<file path="src/ph_reading_stability_detector_core_macros.svh">
// Assertion macros shared by the stability detector RTL.
`ifndef PH_READING_STABILITY_DETECTOR_CORE_MACROS_SVH
`define PH_READING_STABILITY_DETECTOR_CORE_MACROS_SVH

// Same-cycle implication, checked out of reset.
`define PRSD_ASSERT_NOW(label, clk, rst_n, ante, cons) \
    label: assert property (@(posedge clk) disable iff (!rst_n) (ante) |-> (cons)) \
        else $error("prsd assertion failed");

// Next-cycle implication, checked out of reset.
`define PRSD_ASSERT_NEXT(label, clk, rst_n, ante, cons) \
    label: assert property (@(posedge clk) disable iff (!rst_n) (ante) |=> (cons)) \
        else $error("prsd assertion failed");

`endif

</file>
<file path="src/prsd_pkg.sv">
// Package: widths, defaults and register map of the pH stability detector.
package prsd_pkg;

    localparam int ADC_W     = 10;
    localparam int SLOPE_W   = 20;
    localparam int OFFSET_W  = 13;
    localparam int BAND_W    = 23;
    localparam int DIFF_W    = 14;
    localparam int PROD_W    = SLOPE_W + DIFF_W;
    localparam int PH_W      = 24;
    localparam int DELTA_W   = PH_W + 1;
    localparam int SUM_W     = PH_W + 1;
    localparam int APB_AW    = 4;
    localparam int APB_DW    = 32;

    localparam int WINDOW_LEN_DEF   = 10;
    localparam int SETTLE_LIMIT_DEF = 10;

    localparam logic [BAND_W-1:0]        STABLE_BAND_RST = 23'd3277;
    localparam logic signed [PROD_W-1:0] PH_MAX = 34'sd8388607;
    localparam logic signed [PROD_W-1:0] PH_MIN = -34'sd8388608;

    typedef enum logic [1:0] {
        REG_SLOPE_GAIN  = 2'd0,
        REG_ADC_OFFSET  = 2'd1,
        REG_STABLE_BAND = 2'd2
    } cfg_idx_t;

endpackage

</file>
<file path="src/prsd_ram.sv">
// Generic single-port-write, registered-read RAM.
module prsd_ram #(
    parameter int WIDTH = 8,
    parameter int DEPTH = 16
) (
    input  logic                     clk,
    input  logic                     we,
    input  logic [$clog2(DEPTH)-1:0] waddr,
    input  logic [WIDTH-1:0]         wdata,
    input  logic                     re,
    input  logic [$clog2(DEPTH)-1:0] raddr,
    output logic [WIDTH-1:0]         rdata
);

    logic [WIDTH-1:0] mem_reg [DEPTH];
    logic [WIDTH-1:0] rdata_reg;

    always_ff @(posedge clk)
    begin
        if (we)
        begin
            mem_reg[waddr] <= wdata;
        end
        if (re)
        begin
            rdata_reg <= mem_reg[raddr];
        end
    end

    assign rdata = rdata_reg;

endmodule

</file>
<file path="src/ph_reading_stability_detector_core.sv">
// Top level: pH reading from ADC code plus windowed stability flag.
//
// Input channel (in_valid/in_ready) carries one adc_code per item; output
// channel (out_valid/out_ready) returns ph_value (signed Q8.16, saturated)
// and is_stable for every item, in order.
// Stage 1 registers slope_gain * (adc_code - adc_offset) and issues the
// ring read for the oldest delta; stage 2 saturates, updates the running
// sum, compares with the band and loads the output register.
// An accepted item is registered in stage 1 and then in the output register.
// Throughput: one item per cycle while out_ready is high; the multiply stage
// and the sum/compare stage each hold one item, so the input side can take
// one more item while a finished result waits in the output register.
// When out_ready is low the output register holds and stage 1 still takes
// one more item; in_ready drops only once both stages are full.
// Reset (rst_n low, asynchronous): registers return to slope 0, offset 0,
// band 3277, the window and the settle counter clear; the delta ring is
// treated as all zero until it has been filled once, with no clearing pass.
// Config is an APB-style port: slope_gain at 0x0, adc_offset at 0x4,
// stable_band at 0x8; pready is always high.
`include "ph_reading_stability_detector_core_macros.svh"

module ph_reading_stability_detector_core #(
    parameter int WINDOW_LEN   = prsd_pkg::WINDOW_LEN_DEF,
    parameter int SETTLE_LIMIT = prsd_pkg::SETTLE_LIMIT_DEF
) (
    input  logic                               clk,
    input  logic                               rst_n,
    input  logic                               psel,
    input  logic                               penable,
    input  logic                               pwrite,
    input  logic [prsd_pkg::APB_AW-1:0]        paddr,
    input  logic [prsd_pkg::APB_DW-1:0]        pwdata,
    output logic [prsd_pkg::APB_DW-1:0]        prdata,
    output logic                               pready,
    input  logic                               in_valid,
    output logic                               in_ready,
    input  logic [prsd_pkg::ADC_W-1:0]         adc_code,
    output logic                               out_valid,
    input  logic                               out_ready,
    output logic signed [prsd_pkg::PH_W-1:0]   ph_value,
    output logic                               is_stable
);

    import prsd_pkg::*;

    localparam int POS_W = $clog2(WINDOW_LEN);
    localparam int CNT_W = $clog2(SETTLE_LIMIT + 2);

    // Configuration registers
    logic signed [SLOPE_W-1:0]  slope_gain_reg;
    logic signed [OFFSET_W-1:0] adc_offset_reg;
    logic [BAND_W-1:0]          stable_band_reg;
    cfg_idx_t                   cfg_idx;
    logic                       cfg_wr;

    assign pready  = 1'b1;
    assign cfg_idx = cfg_idx_t'(paddr[3:2]);
    assign cfg_wr  = psel && penable && pwrite;

    always_ff @(posedge clk or negedge rst_n)
    begin
        if (!rst_n)
        begin
            slope_gain_reg  <= '0;
            adc_offset_reg  <= '0;
            stable_band_reg <= STABLE_BAND_RST;
        end
        else if (cfg_wr)
        begin
            case (cfg_idx)
                REG_SLOPE_GAIN:  slope_gain_reg  <= pwdata[SLOPE_W-1:0];
                REG_ADC_OFFSET:  adc_offset_reg  <= pwdata[OFFSET_W-1:0];
                REG_STABLE_BAND: stable_band_reg <= pwdata[BAND_W-1:0];
                default:         ;
            endcase
        end
    end

    always_comb
    begin
        case (cfg_idx)
            REG_SLOPE_GAIN:
                prdata = {{(APB_DW-SLOPE_W){slope_gain_reg[SLOPE_W-1]}}, slope_gain_reg};
            REG_ADC_OFFSET:
                prdata = {{(APB_DW-OFFSET_W){adc_offset_reg[OFFSET_W-1]}}, adc_offset_reg};
            REG_STABLE_BAND:
                prdata = {{(APB_DW-BAND_W){1'b0}}, stable_band_reg};
            default:
                prdata = '0;
        endcase
    end

    // Handshake and pipeline control
    logic s1_valid_reg;
    logic out_valid_reg;
    logic in_acc;
    logic adv;

    assign adv      = s1_valid_reg && (!out_valid_reg || out_ready);
    assign in_ready = !s1_valid_reg || adv;
    assign in_acc   = in_valid && in_ready;

    // Stage 1: offset subtract and scale
    logic signed [DIFF_W-1:0] code_s;
    logic signed [DIFF_W-1:0] offset_s;
    logic signed [DIFF_W-1:0] diff;
    logic signed [PROD_W-1:0] prod;

    assign code_s   = {{(DIFF_W-ADC_W){1'b0}}, adc_code};
    assign offset_s = {{(DIFF_W-OFFSET_W){adc_offset_reg[OFFSET_W-1]}}, adc_offset_reg};
    assign diff     = code_s - offset_s;
    assign prod     = slope_gain_reg * diff;

    logic signed [PROD_W-1:0] s1_prod_reg;
    logic [POS_W-1:0]         s1_pos_reg;
    logic                     s1_old_valid_reg;
    logic [POS_W-1:0]         rd_pos_reg;
    logic                     rd_full_reg;
    logic [POS_W-1:0]         rd_pos_next;
    logic                     rd_wrap;

    assign rd_wrap     = (rd_pos_reg == POS_W'(WINDOW_LEN - 1));
    assign rd_pos_next = rd_wrap ? '0 : rd_pos_reg + POS_W'(1);

    always_ff @(posedge clk or negedge rst_n)
    begin
        if (!rst_n)
        begin
            s1_valid_reg     <= 1'b0;
            s1_old_valid_reg <= 1'b0;
            rd_pos_reg       <= '0;
            rd_full_reg      <= 1'b0;
        end
        else
        begin
            if (in_acc)
            begin
                s1_valid_reg     <= 1'b1;
                // ring entry at this position is real only once the ring wrapped
                s1_old_valid_reg <= rd_full_reg;
                rd_pos_reg       <= rd_pos_next;
                if (rd_wrap)
                begin
                    rd_full_reg <= 1'b1;
                end
            end
            else if (adv)
            begin
                s1_valid_reg <= 1'b0;
            end
        end
    end

    always_ff @(posedge clk)
    begin
        if (in_acc)
        begin
            s1_prod_reg <= prod;
            s1_pos_reg  <= rd_pos_reg;
        end
    end

    // Delta ring
    logic signed [DELTA_W-1:0] ring_rdata;
    logic signed [DELTA_W-1:0] delta;

    prsd_ram #(
        .WIDTH (DELTA_W),
        .DEPTH (WINDOW_LEN)
    ) u_ring (
        .clk   (clk),
        .we    (adv),
        .waddr (s1_pos_reg),
        .wdata (delta),
        .re    (in_acc),
        .raddr (rd_pos_reg),
        .rdata (ring_rdata)
    );

    // Stage 2: saturate, window sum, band check
    logic signed [PH_W-1:0]    prev_reg;
    logic signed [SUM_W-1:0]   sum_reg;
    logic [CNT_W-1:0]          settle_cnt_reg;
    logic signed [PH_W-1:0]    ph_sat;
    logic signed [DELTA_W-1:0] old_delta;
    logic signed [SUM_W:0]     sum_wide;
    logic signed [SUM_W-1:0]   sum_next;
    logic signed [SUM_W:0]     sum_ext;
    logic signed [SUM_W:0]     band_s;
    logic                      in_band;
    logic [CNT_W-1:0]          cnt_inc;
    logic                      stable_next;
    logic [CNT_W-1:0]          settle_cnt_next;

    always_comb
    begin
        if (s1_prod_reg > PH_MAX)
        begin
            ph_sat = PH_MAX[PH_W-1:0];
        end
        else if (s1_prod_reg < PH_MIN)
        begin
            ph_sat = PH_MIN[PH_W-1:0];
        end
        else
        begin
            ph_sat = s1_prod_reg[PH_W-1:0];
        end
    end

    assign delta     = {ph_sat[PH_W-1], ph_sat} - {prev_reg[PH_W-1], prev_reg};
    assign old_delta = s1_old_valid_reg ? ring_rdata : '0;
    // window sum is current reading minus the one a window ago: fits SUM_W
    assign sum_wide  = {sum_reg[SUM_W-1], sum_reg} - {old_delta[DELTA_W-1], old_delta}
                     + {delta[DELTA_W-1], delta};
    assign sum_next  = sum_wide[SUM_W-1:0];
    assign sum_ext   = {sum_next[SUM_W-1], sum_next};
    assign band_s    = {{(SUM_W+1-BAND_W){1'b0}}, stable_band_reg};
    assign in_band   = (sum_ext < band_s) && (sum_ext > -band_s);
    assign cnt_inc   = in_band ? settle_cnt_reg + CNT_W'(1) : '0;
    assign stable_next     = (cnt_inc > CNT_W'(SETTLE_LIMIT));
    assign settle_cnt_next = stable_next ? CNT_W'(SETTLE_LIMIT) : cnt_inc;

    logic signed [PH_W-1:0] ph_value_reg;
    logic                   is_stable_reg;

    always_ff @(posedge clk or negedge rst_n)
    begin
        if (!rst_n)
        begin
            out_valid_reg  <= 1'b0;
            prev_reg       <= '0;
            sum_reg        <= '0;
            settle_cnt_reg <= '0;
        end
        else
        begin
            if (adv)
            begin
                out_valid_reg  <= 1'b1;
                prev_reg       <= ph_sat;
                sum_reg        <= sum_next;
                settle_cnt_reg <= settle_cnt_next;
            end
            else if (out_ready)
            begin
                out_valid_reg <= 1'b0;
            end
        end
    end

    always_ff @(posedge clk)
    begin
        if (adv)
        begin
            ph_value_reg  <= ph_sat;
            is_stable_reg <= stable_next;
        end
    end

    assign out_valid = out_valid_reg;
    assign ph_value  = ph_value_reg;
    assign is_stable = is_stable_reg;

    `PRSD_ASSERT_NOW(a_cnt_limit, clk, rst_n, 1'b1, settle_cnt_reg <= CNT_W'(SETTLE_LIMIT))
    `PRSD_ASSERT_NOW(a_pos_range, clk, rst_n, 1'b1, rd_pos_reg <= POS_W'(WINDOW_LEN - 1))
    `PRSD_ASSERT_NOW(a_full_accept, clk, rst_n, in_acc && s1_valid_reg, adv)
    `PRSD_ASSERT_NOW(a_stable_cnt, clk, rst_n, out_valid_reg && is_stable_reg,
                     settle_cnt_reg == CNT_W'(SETTLE_LIMIT))
    `PRSD_ASSERT_NEXT(a_zero_band, clk, rst_n, adv && (stable_band_reg == '0),
                      settle_cnt_reg == '0 && !is_stable_reg)

endmodule

</file>
<file path="config.mk">
export PLATFORM = sky130hd
export DESIGN_NAME = ph_reading_stability_detector_core
export DESIGN_NICKNAME = d
export VERILOG_FILES = /design/src/prsd_pkg.sv /design/src/prsd_ram.sv /design/src/ph_reading_stability_detector_core.sv
export VERILOG_INCLUDE_DIRS = /design/src /design/src/src
export SDC_FILE = /design/constraint.sdc
export NUM_CORES = 2
export LEC_CHECK = 0
export BUFFER_PORTS_ARGS = -buffer_cell sky130_fd_sc_hd__buf_2
export CAP_MARGIN = 10
export CORE_MARGIN = 1
export CORE_UTILIZATION = 40
export DETAILED_ROUTE_END_ITERATION = 16
export GPL_TIMING_DRIVEN = 0
export PLACE_DENSITY_LB_ADDON = 0.12
export SYNTH_ARGS = -nofsm -noshare
export SYNTH_HDL_FRONTEND = slang
export SYNTH_SLANG_ARGS = --single-unit
</file>
<file path="constraint.sdc">
create_clock -name clk -period 7.5 [get_ports clk]
set_input_delay 0 -clock clk [delete_from_list [all_inputs] [get_ports clk]]
set_output_delay 0 -clock clk [all_outputs]
set_load 0.02 [all_outputs]
</file>
Yosys cells after proc, flatten, opt, wreduce, memory -nomap -nowiden

Memory sizes are Yosys's and may differ from the RTL's. A register that Yosys moved wholly into a read port is not among the register bits.
Index checks and enable logic that the tools add are counted.

Memories: 1
Word-level logic and storage cells: 61
Register bits: 180
Output and inout port bits: 60
RAM bits: 250
Input bits: 53
Latch bits: 0
Bits in read-only memories: 0

Memory list:

| memory         | depth | width | read ports | clocked after Yosys merged registers in | wr ports | RTL line       | RTL |
|---|---|---|---|---|---|---|---|
| u_ring.mem_reg | 10    | 25    | 1          | 1                                       | 1        | prsd_ram.sv:15 | `logic [WIDTH-1:0] mem_reg [DEPTH];` |

Shifts and indexed selects: 0
Add/subtract/negate cells: 7
Multipliers: 1
Muxes and demuxes: 13
Bitwise gates (word level): 0
Eq/ne operators: 3
Divide/modulo/power cells: 0
Magnitude comparators: 5
Reduce and logical (&&, ||, !) cells: 16

Operators by type and width:

| kind                                                                              | count |
|---|---|
| 32-bit one-hot mux with 3 select lines                                            | 1 |
| 24-bit two-way mux                                                                | 2 |
| 34-bit by 24-bit greater-than comparator with 1-bit output, second input constant | 1 |
| 34-bit by 24-bit < comparator with 1-bit output, second input constant            | 1 |
| 20-bit by 14-bit multiplier with 34-bit output                                    | 1 |
| 25-bit by 26-bit greater-than comparator with 1-bit output                        | 1 |
| 23-bit negator with 26-bit output                                                 | 1 |
| 25-bit adder                                                                      | 1 |
| 25-bit by 24-bit < comparator with 1-bit output                                   | 1 |
| 25-bit two-way mux                                                                | 1 |
| 24-bit by 24-bit subtractor with 25-bit output                                    | 1 |
| 25-bit subtractor                                                                 | 1 |
| 11-bit by 13-bit subtractor with 14-bit output                                    | 1 |
| 4-bit two-way mux                                                                 | 3 |
| 4-bit by 1-bit adder with 4-bit output, second input constant                     | 2 |
| 2-bit AND reduction                                                               | 4 |
| 1-bit two-way mux                                                                 | 6 |
| 1-bit logical AND                                                                 | 5 |
| 4-bit equality test, second input constant                                        | 1 |
| 4-bit greater-than comparator, second input constant                              | 1 |
| 2-bit nonzero test                                                                | 2 |
| 2-bit by 1-bit equality test with 1-bit output, second input constant             | 1 |
| 2-bit equality test, second input constant                                        | 1 |
| 1-bit zero test                                                                   | 2 |
| other kinds (2)                                                                   | 3 |

Longest topological paths before layout

Depth in word-level cells: 10
Mapped depth: 40
Gate-level depth less buffers: 39

Hierarchy

From an unflattened synthesis, not the netlist that was laid out.

Cell total of the unflattened synthesis: 2809
Area, all modules: 32277.2 um^2

By module, submodules not included:

| module                             | area an instance (um^2) | times used | sequential area each (um^2) | cells each |
|---|---|---|---|---|
| ph_reading_stability_detector_core | 21642.0                 | 1          | 4828.4                      | 2259 |
| prsd_ram                           | 10635.2                 | 1          | 8257.9                      | 550 |

Worst setup path before layout

No wires, ideal clock.

Path kind: register to register
From: register adc_offset_reg[0]
To: register s1_prod_reg[30] (data pin)
Stages on the path, launching flop included: 36
Period minus slack after synthesis: 8.145 ns
Setup slack: -0.645 ns
Path buffers: 1
Data required time: 7.242 ns
Setup time: 0.258 ns
Data arrival time: 7.886 ns
Cells stage by stage: dfrtp_1 ha_1 inv_1 fa_1 nand2_1 nand2_1 a21oi_1 o21ai_0 a21oi_1 o21ai_0 a21oi_1 o21bai_1 a21oi_1 nor3_1 xnor2_1 clkbuf_1 nand2_1 fa_1 fa_1 inv_1 fa_1 inv_1 fa_1 inv_1 fa_1 fa_1 ha_1 o21ai_0 o31ai_1 a211oi_2 o21ai_1 a41oi_1 nand2_1 a21o_1 a21oi_1 xnor2_1

Word-level cells in the longest chain between the ends: 2

Ends and longest elaborated chain:

| what                                           | RTL line                                  | RTL |
|---|---|---|
| from (decl)                                    | ph_reading_stability_detector_core.sv:51  | `logic signed [OFFSET_W-1:0] adc_offset_reg;` |
| from (signal assigned)                         | ph_reading_stability_detector_core.sv:72  | `REG_ADC_OFFSET: adc_offset_reg <= pwdata[OFFSET_W-1:0];` |
| 11-bit by 13-bit subtractor with 14-bit output | ph_reading_stability_detector_core.sv:111 | `assign diff = code_s - offset_s;` |
| 20-bit by 14-bit multiplier with 34-bit output | ph_reading_stability_detector_core.sv:112 | `assign prod = slope_gain_reg * diff;` |
| via prod[30]                                   | ph_reading_stability_detector_core.sv:107 | `logic signed [PROD_W-1:0] prod;` |
| to (signal assigned)                           | ph_reading_stability_detector_core.sv:158 | `s1_prod_reg <= prod;` |
| to (decl)                                      | ph_reading_stability_detector_core.sv:114 | `logic signed [PROD_W-1:0] s1_prod_reg;` |

The timed path passes the listed nets, and every way through them passes these cells.
A chain may end at the register's enable or synchronous reset.

Final worst setup path

From: register s1_prod_reg[26]
To: register is_stable_reg (netlist: is_stable) (data pin)

Word-level cells in the longest chain between the ends: 9
Elaborated cells between the ends (all ways): 11
Classes of those cells: 2 x add/sub; 5 x order compare; 3 x mux; 1 x reduce/logical

Ends and longest elaborated chain:

| what                                                                                                                                 | RTL line                                  | RTL |
|---|---|---|
| 34-bit by 24-bit < comparator with 1-bit output                                                                                      | ph_reading_stability_detector_core.sv:201 | `else if (s1_prod_reg < PH_MIN)` |
| 24-bit two-way mux                                                                                                                   | ph_reading_stability_detector_core.sv:201 |  |
| 24-bit two-way mux *                                                                                                                 | ph_reading_stability_detector_core.sv:197 | `if (s1_prod_reg > PH_MAX)` |
| via ph_sat[4]                                                                                                                        | ph_reading_stability_detector_core.sv:184 | `logic signed [PH_W-1:0] ph_sat;` |
| 24-bit by 24-bit subtractor with 25-bit output *                                                                                     | ph_reading_stability_detector_core.sv:211 | `assign delta = {ph_sat[PH_W-1], ph_sat} - {prev_reg[PH_W-1], prev_reg};` |
| via delta[17]                                                                                                                        | ph_reading_stability_detector_core.sv:165 | `logic signed [DELTA_W-1:0] delta;` |
| 25-bit adder *                                                                                                                       | ph_reading_stability_detector_core.sv:215 | `+ {delta[DELTA_W-1], delta};` |
| via sum_wide[24]                                                                                                                     | ph_reading_stability_detector_core.sv:186 | `logic signed [SUM_W:0] sum_wide;` |
| 25-bit by 26-bit greater-than comparator with 1-bit output / 25-bit by 24-bit < comparator with 1-bit output (equally long branches) | ph_reading_stability_detector_core.sv:219 | `assign in_band = (sum_ext < band_s) && (sum_ext > -band_s);` |
| 1-bit logical AND *                                                                                                                  | ph_reading_stability_detector_core.sv:219 |  |
| 4-bit two-way mux *                                                                                                                  | ph_reading_stability_detector_core.sv:220 | `assign cnt_inc = in_band ? settle_cnt_reg + CNT_W'(1) : '0;` |
| 4-bit greater-than comparator *                                                                                                      | ph_reading_stability_detector_core.sv:221 | `assign stable_next = (cnt_inc > CNT_W'(SETTLE_LIMIT));` |
| via stable_next                                                                                                                      | ph_reading_stability_detector_core.sv:192 | `logic stable_next;` |
| to (signal assigned)                                                                                                                 | ph_reading_stability_detector_core.sv:257 | `is_stable_reg <= stable_next;` |
| to (decl)                                                                                                                            | ph_reading_stability_detector_core.sv:225 | `logic is_stable_reg;` |

The timed path passes the listed nets; every way through them passes the cells marked *.

==> impl_summary.log <==
INFO  metric globalRoute.busiestLayer = met2
INFO  metric place_worst_setup_slack = -1.76 ns
INFO  metric fp.coreArea = 79100 um^2
INFO  metric timing.critical_path.to_type = register
INFO  metric regToRegEndpoint = is_stable
INFO  metric grt_max_degree = 76
INFO  metric syn-num-nets = 3269
INFO  metric path_max_fanout = 5
INFO  metric ys_ff_latch = 455
INFO  metric tightest_slew = 1.16 ns
INFO  metric layout-drive-gt1-share = 0.223
INFO  metric routed_wirelength = 90100 um
INFO  metric die_y = 285 um
INFO  metric detailed_route_via_count = 21700
INFO  metric clock_sinks = 455
INFO  metric numCtsBuffers = 51
INFO  metric min-delay-path-class = in -> reg
INFO  metric maxSlewViolCount = 0
INFO  metric cpMostUsedCell = sky130_fd_sc_hd__a21oi_2
INFO  metric drc = 0
INFO  metric crit_path_start = s1_prod_reg[26]
INFO  metric critPathKind = reg -> reg
INFO  metric result_of_the_run = finished with violations
INFO  metric drtPass1Iterations = 8
INFO  metric gpl_congestion = 0.902
INFO  metric reg2reg_slack = -0.67 ns
INFO  metric yosysSeqAreaShare = 0.409
INFO  metric yosys_warnings = 0
INFO  metric start_util = 0.405
INFO  metric synth_async_reset_ratio = 0.257
INFO  metric postLayoutCellArea = 38600 um^2
INFO  metric crit_path_end = is_stable
INFO  metric nFillCells = 7155
INFO  metric clkSlewWorstSetupHoldPaths = 0.06 ns
INFO  metric synthDistinctLibCells = 73
INFO  metric synth_area = 32000 um^2
INFO  metric htree_num_levels = 2
INFO  metric grt_first_pass_wirelength = 138000 um
INFO  metric maximum_root_to_sink_buffer_count = 3
INFO  metric synth_area_per_cell = 11.7 um^2
INFO  metric num_io_pins = 113
INFO  metric wire_per_inst = 21.7 um
INFO  metric clock_skew = 0.0293 ns
INFO  metric grtUsageMet1 = 0.282
INFO  metric final_critical_path_setup_slack = -0.674 ns
INFO  metric synth-main-ff-cell = sky130_fd_sc_hd__edfxtp_1
INFO  metric groute.layer.met3.usage = 0.0319
INFO  metric r2r_cells = 35
INFO  metric synth_edf_count = 338
INFO  metric grt_use_total = 0.225
INFO  metric dr.first_iter.drc_count = 1273
INFO  metric worst-endpoint-required = 7.85 ns
INFO  metric violations = negative setup slack
INFO  metric flow.area_growth_from_synthesis = 20.7%
INFO  metric max_freq = 122 MHz
INFO  metric grt_overflow_total = 0
INFO  metric placedInstanceArea = 34300 um^2
INFO  metric slowest_stage = sky130_fd_sc_hd__fa_1
INFO  metric layout_worst_path_cycle_share = 1.09
INFO  metric fp.dieW = 285 um
INFO  metric crit_path_start_kind = register
INFO  metric routed_via_density = 5.23
INFO  metric antenna_found_initial = 4
INFO  metric fin_tns_setup = -7.49 ns
INFO  metric io_buffers = 99
INFO  metric synthCells = 2739
INFO  metric finalHoldViolCount = 0
INFO  metric groute.layer.met2.usage = 0.391
INFO  metric final.min_clock_period = 8.17 ns
INFO  metric hpwlAfterDp = 67800 um
INFO  metric ant_nets = 0
INFO  metric drv.max_cap_violation_count = 0
INFO  metric cts_tree = built
INFO  metric clkLatencyLatePin = 0.59 ns
INFO  metric grt_pass1_vias = 23000
INFO  metric fp-row-count = 103
INFO  metric cts_root_buf = sky130_fd_sc_hd__clkbuf_16
INFO  metric critPathMaxStageDelay = 0.60 ns
INFO  metric largest_reg_flops = 250
INFO  metric design.die.area = 81200 um^2
INFO  metric critical_path_arrival = 8.52 ns
INFO  metric final_core_utilization = 0.488
INFO  metric rsz0062_at_grt = true
INFO  metric r2r_start = s1_prod_reg[26]
INFO  metric max-slew-margin-rel = 0.221
INFO  metric finish.net_count = 3582
INFO  metric setup_viol = 18
==> layout make-up <==
cell class	count	area, um^2	area share
clock buffer	70	1350	0.0349
multi-input combinational	1840	18700	0.485
sequential	455	13100	0.339
clock inverter	23	255	0.00660
buffer	122	651	0.0168
tap	1050	1310	0.0340
timing repair buffer	263	2060	0.0532
inverter	319	1200	0.0310
antenna	2	5.00	0.000129
==> metal layers <==
layer  vias to the layer above  wire, um
li1                       9932         -
met1                     11100     36700
met2                       468     45700
met3                       160      3900
met4                         0      3790
met5                         -         0
==> worst min-delay path by stage <==
stage	start	to	slack, ns	cells after the start
finish	penable	adc_offset_reg[10]	0.05	4
global route	penable	adc_offset_reg[10]	0.06	4
CTS	penable	adc_offset_reg[10]	0.004	4
detailed placement	rst_n	stable_band_reg[8]	-0.05	1
global placement	in_valid	s1_valid_reg	0.21	2
floorplan	rst_n	adc_offset_reg[0]	-0.30	0
==> kinds of logic (layout without fill, tap and decap cells) <==
kind of cell,count (synthesis),in the layout,synth area share
xor gates and xnor gates,116,116,0.0324
other,1,3,0.000117
AOI/OAI and AO/OA,393,393,0.0788
and+or+nand+nor,714,714,0.107
DFF,455,455,0.409
adders and majority gates,478,478,0.255
muxes,138,138,0.0646
buffers and inverters,444,797,0.0531
==> through the flow <==
| stage | hold WS (ns) | instances |
|---|---|---|
| 3_5_place_dp | -0.0478 | 3905 |
| 2_1_floorplan | -0.296 | 2739 |
| 4_1_cts | 0.00364 | 4105 |
| 3_3_place_gp | 0.208 | 3888 |
| 6_report | 0.0530 | 4144 |
| 5_1_grt | 0.0642 | 4142 |
==> synthesized netlist by cell type (all sizes together) (37+ instances only) <==
master / number / area [um^2]
o21ai: 99 / 495
mux4: 50 / 1130
nor2: 70 / 263
and2: 79 / 494
inv: 318 / 1190
clkbuf: 104 / 390
a21o: 54 / 405
nand2: 345 / 1290
a211oi: 37 / 288
nor2b: 84 / 526
a21oi: 115 / 576
xnor2: 94 / 846
ha: 184 / 2300
dfrtp: 110 / 2750
mux2i: 38 / 380
edfxtp: 338 / 10100
mux2: 50 / 563
fa: 293 / 5870
==> worst max-delay path, delay by kind of cell (launching register included) <==
family                     cells  cell delay [ns]
buffers and inverters          2             0.31
xor gates and xnor gates       3             0.44
adders and majority gates      4             1.49
and+or+nand+nor                8             1.58
AOI/OAI and AO/OA             17             3.42
DFF                            1             0.42
muxes                          1             0.27
==> cells in the final DEF (no fill, tap or decap), types with 50 or more instances in the layout <==
master,Yosys,final
sky130_fd_sc_hd__clkbuf_16,0,51
sky130_fd_sc_hd__and2_1,79,75
sky130_fd_sc_hd__clkbuf_1,104,94
sky130_fd_sc_hd__o21ai_0,95,75
sky130_fd_sc_hd__ha_1,184,154
sky130_fd_sc_hd__nor2b_1,84,80
sky130_fd_sc_hd__inv_1,317,300
sky130_fd_sc_hd__buf_2,1,100
sky130_fd_sc_hd__nand2_1,345,335
sky130_fd_sc_hd__mux4_2,50,50
sky130_fd_sc_hd__a21oi_1,115,83
sky130_fd_sc_hd__a21o_1,54,53
sky130_fd_sc_hd__fa_1,293,278
sky130_fd_sc_hd__mux2_2,50,50
sky130_fd_sc_hd__dfrtp_1,110,110
sky130_fd_sc_hd__xnor2_1,91,65
sky130_fd_sc_hd__edfxtp_1,338,338
sky130_fd_sc_hd__buf_4,9,112
sky130_fd_sc_hd__nor2_1,70,53
==> repair_timing <==
item / CTS / global route
pin swaps: 151 / 148
resized for setup: 196 / 129
hold buffers: 31 / 0
endpoints found under the setup margin: 25 / 24
gates cloned: 1 / 0
setup buffers: 81 / 45
hold endpoints to repair: 176 / 0
Power is not shown: default switching activity piles up to over one toggle a cycle in this logic, so the estimate is an artifact.
